[src/rtl/mpag_pkg.sv]
// Shared types and constants of the modular preferential-attachment graph store.
`default_nettype none
package mpag_pkg;

    localparam int MAX_NODES = 64;
    localparam int NODE_W    = 6;
    localparam int CNT_W     = 7;
    localparam int EDGE_W    = 13;
    localparam int DEG_W     = 8;
    localparam int ODEG_W    = 7;
    localparam int TAG_W     = 8;
    localparam int ALPHA_W   = 16;
    localparam int RINT_W    = 31;
    localparam int RFRAC_W   = 16;
    localparam int WGT_W     = 25;
    localparam int ACC_W     = 30;
    localparam int THR_W     = 46;

    localparam logic [2:0] REQ_NEW    = 3'd0;
    localparam logic [2:0] REQ_ADD    = 3'd1;
    localparam logic [2:0] REQ_REMOVE = 3'd2;
    localparam logic [2:0] REQ_CHOOSE = 3'd3;
    localparam logic [2:0] REQ_OUTE   = 3'd4;
    localparam logic [2:0] REQ_SOURCE = 3'd5;
    localparam logic [2:0] REQ_TEST   = 3'd6;

    typedef enum logic [3:0] {
        S_IDLE,
        S_DECODE,
        S_RDF,
        S_CHK,
        S_RDT,
        S_UPT,
        S_WALK,
        S_MUL,
        S_DIV,
        S_DIVW,
        S_RESP
    } state_t;

    typedef enum logic [2:0] {
        PASS_SUM,
        PASS_SEL,
        PASS_CNT,
        PASS_PICK,
        PASS_SRC
    } pass_t;

    typedef struct packed {
        logic [MAX_NODES-1:0] row;
        logic [DEG_W-1:0]     deg;
        logic [ODEG_W-1:0]    outdeg;
        logic [TAG_W-1:0]     module_tag;
    } entry_t;

endpackage
`default_nettype wire

[src/rtl/mpag_rem.sv]
// Bit-serial restoring remainder unit: one quotient bit per cycle.
`default_nettype none
module mpag_rem (
    input  wire logic                        clk,
    input  wire logic                        rst_n,
    input  wire logic                        start,
    input  wire logic [mpag_pkg::RINT_W-1:0] dividend,
    input  wire logic [mpag_pkg::EDGE_W-1:0] divisor,
    output logic                             done,
    output logic [mpag_pkg::EDGE_W-1:0]      rem
);

    logic                            busy_reg, busy_next;
    logic                            done_reg, done_next;
    logic [4:0]                      step_reg, step_next;
    logic [mpag_pkg::RINT_W-1:0]     num_reg, num_next;
    logic [mpag_pkg::EDGE_W-1:0]     den_reg, den_next;
    logic [mpag_pkg::EDGE_W-1:0]     rem_reg, rem_next;
    logic [mpag_pkg::EDGE_W:0]       trial;
    logic [mpag_pkg::EDGE_W:0]       diff;

    always_comb
    begin
        trial     = {rem_reg, num_reg[mpag_pkg::RINT_W-1]};
        diff      = trial - {1'b0, den_reg};
        busy_next = busy_reg;
        done_next = 1'b0;
        step_next = step_reg;
        num_next  = num_reg;
        den_next  = den_reg;
        rem_next  = rem_reg;
        if (start)
        begin
            busy_next = 1'b1;
            step_next = 5'(mpag_pkg::RINT_W - 1);
            num_next  = dividend;
            den_next  = divisor;
            rem_next  = '0;
        end
        else if (busy_reg)
        begin
            // keep the partial remainder below the divisor
            rem_next = (trial >= {1'b0, den_reg}) ? diff[mpag_pkg::EDGE_W-1:0]
                                                  : trial[mpag_pkg::EDGE_W-1:0];
            num_next = {num_reg[mpag_pkg::RINT_W-2:0], 1'b0};
            if (step_reg == 5'd0)
            begin
                busy_next = 1'b0;
                done_next = 1'b1;
            end
            else
            begin
                step_next = step_reg - 5'd1;
            end
        end
    end

    always_ff @(posedge clk or negedge rst_n)
    begin
        if (!rst_n)
        begin
            busy_reg <= 1'b0;
            done_reg <= 1'b0;
        end
        else
        begin
            busy_reg <= busy_next;
            done_reg <= done_next;
        end
    end

    always_ff @(posedge clk)
    begin
        step_reg <= step_next;
        num_reg  <= num_next;
        den_reg  <= den_next;
        rem_reg  <= rem_next;
    end

    assign done = done_reg;
    assign rem  = rem_reg;

endmodule
`default_nettype wire

[config.mk]
export PLATFORM = sky130hd
export DESIGN_NAME = mpag_rem
export DESIGN_NICKNAME = d
export VERILOG_FILES = /design/src/rtl/mpag_pkg.sv /design/src/rtl/mpag_rem.sv
export SDC_FILE = /design/constraint.sdc
export NUM_CORES = 1
export LEC_CHECK = 0
export ABC_CLOCK_PERIOD_IN_PS = 3140
export BUFFER_PORTS_ARGS = -buffer_cell sky130_fd_sc_hd__buf_2
export CORE_ASPECT_RATIO = 0.7
export CORE_UTILIZATION = 40
export CTS_BUF_LIST = sky130_fd_sc_hd__clkbuf_4 sky130_fd_sc_hd__clkbuf_8 sky130_fd_sc_hd__clkbuf_16
export CTS_CLUSTER_SIZE = 28
export DETAILED_ROUTE_END_ITERATION = 10
export SYNTH_ARGS = -nofsm -noshare
export SYNTH_HDL_FRONTEND = slang
export SYNTH_SLANG_ARGS = --single-unit
[constraint.sdc]
create_clock -name clk -period 3.14 [get_ports clk]
set_input_delay 0.157 -clock clk [delete_from_list [all_inputs] [get_ports clk]]
set_output_delay 0.157 -clock clk [all_outputs]
set_load 0.005 [all_outputs]
After elaboration in Yosys (flattened, before gate mapping)
Index checks and enable logic that the tools add are counted.

Register bits: 64. Input bits: 47. Word-level logic and storage cells: 22.

Add/subtract/negate cells: 2. Order comparisons: 1. Mux-type cells: 9. Bitwise gates (word level): 1. Reduce and logical (&&, ||, !) cells: 3.

Operators by type and width (count): 31-bit two-way mux (2); 14-bit by 13-bit greater-or-equal comparator with 1-bit output (1); 13-bit two-way mux (1); 13-bit subtractor (1); 1-bit two-way mux (6); 5-bit zero test (1); 5-bit by 1-bit subtractor with 5-bit output (second input constant) (1); 2-bit AND reduction (1); 2-bit nonzero test (1); 1-bit inverter (1).

Logic depth before layout (Yosys ltp)
Gate-level depths: netlist (run 1).

Word-level depth: 4. Gate-level depth with buffers: 11. Mapped depth without buffers: 10.

Least setup slack after synthesis (run 1)
Ideal clock, no wire load.

Kind: register -> register. From: reg num_reg[30] (netlist bit). To: reg rem_reg (netlist bit rem[0]). Setup time: 0.079 ns. Arrival time: 2.266 ns. Data required time: 3.061 ns. Slack: 0.794 ns. Stages on the path, launching flop included: 12. Buffers on the path: 1. Clock period less this slack: 2.346 ns. Path through: edfxtp_1 > inv_1 > ha_1 > fa_1 > nand2b_1 > a21oi_2 > o21ai_2 > a21oi_2 > a2111oi_4 > buf_6 > mux2_1 > a211oi_2.

Longest elaborated chain between the ends: 2. Elaborated cells between the ends (all ways): 3. Those cells by class: add/sub: 1; order compare: 1; mux: 1.

RTL lines: from (decl) (RTL line mpag_rem.sv:16) `logic [mpag_pkg::RINT_W-1:0] num_reg, num_next;`; from (signal assigned) (RTL line mpag_rem.sv:75) `num_reg <= num_next;`; 13-bit subtractor or 14-bit by 13-bit greater-or-equal comparator with 1-bit output (tied branches) (RTL line mpag_rem.sv:25, mpag_rem.sv:43); 13-bit two-way mux * (RTL line mpag_rem.sv:43) `rem_next = (trial >= {1'b0, den_reg}) ? diff[mpag_pkg::EDGE_W-1:0]`; to (signal assigned) (RTL line mpag_rem.sv:77) `rem_reg <= rem_next;`; to (decl) (RTL line mpag_rem.sv:18) `logic [mpag_pkg::EDGE_W-1:0] rem_reg, rem_next;`.

Every way passes the cells marked *; elsewhere a longest branch is shown, timed or not. A chain may end at the register's enable or synchronous reset.

Worst setup path after layout (run 1)
Same ends and word-level chain as after synthesis.

==> flow_summary.yaml, run 1 <==
route:
  drc_errors: 0
  postRouteAntennaNets: 0
  wl_per_cell_um: 14.0
  first_iter_violations: 75
  routed-via-count: 2217
  dr.pass1.iters: 5
  wirelength_mm: 6.31
  via_per_inst: 4.90
sta:
  rsz0062_at_grt: "no"
  hold_viol: 0
  tightest_slew_ns: 0.539
  fin_crit_ns: 2.55
  hold_slack_ns: 0.0115
  fmax_ghz: 0.392
  fin_setup_tns_ns: 0
  timing.final.crit_share_pct: 81.3
  finalClockSkew_ns: 0.00670
  finalMaxSlewViolations: 0
  slew_headroom_pct: 63.9
  finalSetupViolations: 0
global_route:
  grt_overflow: 0
  grt_max_degree: 32
  antenna_found_initial: 0
  grt_pass1_wl_mm: 10.6
  first_global_vias: 2197
  grt.total_usage_pct: 16.8
worst_setup_path:
  r2r_cells: 11
  crit_type: "flop to flop"
  setup.worst_path.start: "num_reg[30]"
  r2r_setup_slack_ns: 0.59
  cp-end-kind: "flop"
  worstSetupStartpointType: "flop"
  cp.required_ns: 3.39
  path_max_fanout: 13
  critical_path.slowest_cell: "edfxtp_1"
  path_cells: "inv_1 > ha_1 > fa_1 > nand2b_1 > a21oi_2 > o21ai_2 > a21oi_2 > a2111oi_4 > buf_4 > mux2_1 > a211oi_2"
  cp_top_family: "compound AO/OA/AOI/OAI gates"
  worst-path-buf-inv: 2
  cp.arrival_ns: 2.81
  reg2reg_from: "num_reg[30]"
  path_common_cell: "a21oi_2"
  rr_endpoint: "rem[0]"
  slowest_delay_ns: 0.35
logic_synthesis:
  synthCells: 268
  synth.most_common_cell: "edfxtp_1"
  synth_common_cells: "edfxtp_1 (44), mux2_2 (30), inv_1 (19)"
  syn_nets: 331
  synthTopCellsByArea: "edfxtp_1 (41%), dfxtp_1 (11%), mux2_2 (10%)"
  synth.yosys.seq_area_share_pct: 53.6
  ys.flop_type: "edfxtp_1"
  synth_edf_count: 44
  synth-seq-cells: 64
  synth.distinct_cells: 46
  yosys.area.top_type_share_pct: 40.9
  yosys.area.top_type: "edfxtp_1"
  syn-cell-area_um2: 3230
  synth.avg_cell_area_um2: 12.1
  synthArstFlopShare_pct: 3.13
  ys_warn_count: 0
final_layout:
  areaGrowthSynthToFinish_pct: 26.0
  drive_gt1_share_pct: 34.5
  diodes: 0
  fin_nets: 409
  design_area_um2: 4070
  largest_reg_flops: 31
  final_core_util_pct: 51.9
  fill_cells: 714
hold_path:
  holdPathEnd: "den_reg[2]"
  hold_path_class: "input port to flop"
  hold_start: "divisor[2]"
  whs_path_depth: 1
clocking:
  clk_pin_slew_ns: 0.05
  clock_path_buffers: 2
  clockRootBuffer: "clkbuf_16"
  cts_num_sinks: 64
  clk_latency_ns: 0.33
  cts_tree: "done"
  cts_buffers: 9
  htreeDepth: 3
  cts_resized: 0
place:
  place_hpwl_mm: 4.49
  placement.io_buffers: 60
  gp_congestion: 0.847
  placed_cell_area_um2: 3650
pwr:
  total_power_mw: 3.18
  vdd_drop_max_v: 0.000531
  p_per_area_nw_per_um2: 781
  p_leak_nw: 1.78
floorplanning:
  ioPinCount: 61
  core-area_um2: 7840
  dieArea_um2: 8450
  rows: 27
  initial_core_util_pct: 41.2
  die_w_um: 109
  die_h_um: 77.2
outcome:
  outcome: "complete, no violations"
job:
  max_cap_violations: 0
[per-layer routing]
metal	up-vias	wire length [um]	global-route usage (%)
met3	8	356	5.95
met5	-	0	0
met4	0	79	6.40
li1	1130	-	-
met1	1030	3260	23.4
met2	49	2620	23.8
[kinds of logic after synthesis]
kind of cell	after synthesis	share of synthesized area (%)
compound gates	44	10.2
xor+xnor	10	2.71
fa+ha+maj	16	6.43
buf+inv	28	3.72
flops	64	53.6
mux	36	12.4
simple gates	70	11.0
[worst reg2reg max path: stages, from the launching register on]
cell and delay (ns):
edfxtp_1 0.35, inv_1 0.08, ha_1 0.17, fa_1 0.21, nand2b_1 0.16, a21oi_2 0.08, o21ai_2 0.19, a21oi_2 0.09
a2111oi_4 0.34, buf_4 0.26, mux2_1 0.35, a211oi_2 0.20
[metrics by stage]
step / setup slack, ns / instances
finish: 0.586 / 452
global route: 0.392 / 452
CTS: 0.568 / 452
detailed placement: 0.586 / 426
global placement: 0.665 / 426
floorplan: 0.794 / 268
[power breakdown]
group,internal (mW),switching (mW),leakage [nW]
registers,1.04,0.0996,0.627
logic,0.474,0.509,1.01
clock network,0.699,0.358,0.151
[layout by cell type (no fill, tap or decap), types with 4 or more instances in the layout]
cell type       n
buf_2          60
edfxtp_1       44
mux2_2         30
inv_1          19
nor2_1         18
dfxtp_1        18
ha_1           15
nand2_1        12
a21oi_1        12
nand3_1        12
dlygate4sd3_1  10
clkbuf_16       9
nand2b_1        7
xor2_1          6
buf_4           6
mux2i_1         5
a211oi_1        5
a21oi_2         4
nor3_1          4
xnor2_1         4
[final cells by class]
cell class	instances	area [um^2]	area share (%)
Sequential cell	64	1730	42.5
Clock inverter	6	83.8	2.06
Inverter	19	71.3	1.75
Timing Repair Buffer	76	445	10.9
Multi-Input combinational cell	176	1380	33.9
Tap cell	101	126	3.10
Clock buffer	10	233	5.72
[how the worst max path moves through the flow]
stage | end | slack [ns] | depth (start not counted)
6_report | rem[0] | 0.59 | 11
5_1_grt | rem[0] | 0.39 | 11
4_1_cts | rem[0] | 0.57 | 11
3_5_place_dp | rem[0] | 0.59 | 11
3_3_place_gp | rem[0] | 0.66 | 11
2_1_floorplan | rem[0] | 0.79 | 11
[what timing repair did]
item | CTS | global route
hold buffers | 10 | 0
endpoints found under the hold margin | 11 | 0
setup buffers | 0 | 0
(Power assumes the default switching activity.)
==> run 2: changes to the inputs <==
--- a/config.mk
+++ b/config.mk
@@ -5,7 +5,7 @@
 export SDC_FILE = /design/constraint.sdc
 export NUM_CORES = 1
 export LEC_CHECK = 0
-export ABC_CLOCK_PERIOD_IN_PS = 3140
+export ABC_CLOCK_PERIOD_IN_PS = 2000
 export BUFFER_PORTS_ARGS = -buffer_cell sky130_fd_sc_hd__buf_2
 export CORE_ASPECT_RATIO = 0.7
 export CORE_UTILIZATION = 40
==> constraint.sdc (replaced) <==
create_clock -name clk -period 2 [get_ports clk]
set_input_delay 0.1 -clock clk [delete_from_list [all_inputs] [get_ports clk]]
set_output_delay 0.1 -clock clk [all_outputs]
set_load 0.005 [all_outputs]
==> run 2 against run 1 <==
Compared with the run above:
- the flow now finishes with violations (negative setup slack)
- clock skew is 0.00071 ns lower
- utilization is 6.6 points higher
- critical path depth stayed put
- setup slack worse by 0.91 ns
- design area is 13% higher
- worst hold slack better by 0.053 ns
- routed wire length is 10% higher
- die area stayed put
==> flow_summary.yaml, run 2 (synthesized netlist as in run 1, its figures left out) <==
final_layout:
  largest_reg_flops: 31
  fin_nets: 465
  layout_common_cells: "buf_2 (60), buf_4 (52), edfxtp_1 (44), mux2_2 (30)"
  regArea_um2: 1730
  drive_gt1_share_pct: 45.7
  areaGrowthSynthToFinish_pct: 42.1
  final_common_cell: "buf_2"
  fill_cells: 664
  multi_input_area_um2: 1460
  diodes: 0
outcome:
  outcome: "finished, violations left"
  violations: "negative setup slack"
global_route:
  grt.total_usage_pct: 18.3
  grt_overflow: 0
  antenna_found_initial: 0
  grt_max_degree: 32
  grt_pass1_wl_mm: 11.7
  first_global_vias: 2370
worst_setup_path:
  path_cells: "ha_2 > fa_2 > nand2b_4 > a21oi_4 > o21ai_2 > a21oi_2 > a2111oi_4 > buf_4 > buf_12 > or3_4 > nand3_2"
  cp.required_ns: 2.27
  crit_cells: 11
  cp.arrival_ns: 2.59
  slowest_delay_ns: 0.41
  worst-path-buf-inv: 2
  path_max_fanout: 7
  setup.worst_path.start: "den_reg[0]"
  rr_endpoint: "rem[2]"
  crit_type: "flop to flop"
  cp_top_family: "simple AND/OR/NAND/NOR gates"
  cp-end-kind: "flop"
  r2r_setup_slack_ns: -0.32
  r2r_cells: 11
  critical_path.slowest_cell: "edfxtp_1"
  worstSetupStartpointType: "flop"
  reg2reg_from: "den_reg[0]"
sta:
  fmax_ghz: 0.430
  finalClockSkew_ns: 0.00599
  final.setup.worst_slack_ns: -0.324
  tightest_slew_ns: 0.611
  slew_headroom_pct: 59.1
  finalSetupViolations: 13
  hold_slack_ns: 0.0640
  fin_crit_ns: 2.32
  finalMaxSlewViolations: 0
  rsz0062_at_grt: "yes"
  timing.final.crit_share_pct: 116
  hold_viol: 0
place:
  place_hpwl_mm: 4.97
  gp_congestion: 0.841
  placement.io_buffers: 60
clocking:
  cts_buffers: 9
  cts_num_sinks: 64
  clk_latency_ns: 0.32
  htreeDepth: 3
  clk_pin_slew_ns: 0.05
  cts_tree: "done"
  clockRootBuffer: "clkbuf_16"
  clock_path_buffers: 2
route:
  drc_errors: 0
  wirelength_mm: 6.97
  dr.pass1.iters: 4
  first_iter_violations: 96
  via_per_inst: 4.86
  postRouteAntennaNets: 0
  routed-via-count: 2467
  wl_per_cell_um: 13.7
hold_path:
  holdPathEnd: "num_reg[0]"
  hold_start: "dividend[0]"
  hold_path_class: "input port to flop"
  whs_path_depth: 2
pwr:
  p_per_area_nw_per_um2: 1250
  vdd_drop_max_v: 0.000639
  total_power_mw: 5.76
  p_leak_nw: 2.09
job:
  max_cap_violations: 0
floorplanning:
  dieArea_um2: 8450
  die_h_um: 77.2
  die_w_um: 109
  initial_core_util_pct: 41.2
  rows: 27
  ioPinCount: 61
  core-area_um2: 7840
## run 2: cell types whose count changed in the layout (fill, tap and decap cells not counted), moves of 2 or more
cell	delta
buf_12	+2
nand3_1	-2
buf_6	+4
dlygate4sd3_1	+4
or3_4	+2
a21oi_4	+2
or3_1	-2
buf_4	+46
clkinv_2	+2
nand3_2	+2
## run 2: metal layers
metal,global-route usage (%),vias to the layer above,routed length (um)
met5,0,-,0
met4,6.80,0,105
met3,4.42,8,339
met2,24.7,55,2910
met1,27.8,1153,3620
li1,-,1251,-
## run 2: layout make-up
class                           instances  area share [%]
Multi-Input combinational cell        176            31.8
Sequential cell                        64            37.7
Clock inverter                          7            1.36
Clock buffer                            9            4.91
Tap cell                              101            2.75
Inverter                               19            1.55
Timing Repair Buffer                  132            20.0
## run 2: how the worst max path moves through the flow
| stage | end |
|---|---|
| after detailed placement | rem[8] |
| final | rem[2] |
| after global routing | rem[0] |
| after CTS | rem[2] |
| after global placement | rem[8] |
| after floorplan | rem[0] |
## run 2: what timing repair did
item                                    in CTS  in global routing
buffers inserted                             7                  1
gates resized for setup                      5                 10
hold endpoints to repair                    15                  0
hold buffers                                14                  0
endpoints found under the setup margin      13                 13
pin swaps                                    6                  1
## run 2: report_power, final
part           switching (mW)  total (mW)  internal (mW)
logic                    1.11        2.52           1.41
clock network           0.551        1.50          0.950
registers               0.105        1.74           1.63
total                    1.77        5.76           3.99
## run 2: metrics by stage
stage	std cells	TNS, ns	cell area (um^2)	worst slack, ns	util (%)
floorplan	268	-1.37	3250	-0.225	-
detailed placement	470	-8.49	4020	-0.778	51.3
CTS	507	-3.71	4540	-0.338	57.9
global route	508	-4.76	4590	-0.418	58.6
global placement	470	-7.61	4020	-0.691	51.3
finish	508	-3.43	4590	-0.324	58.6
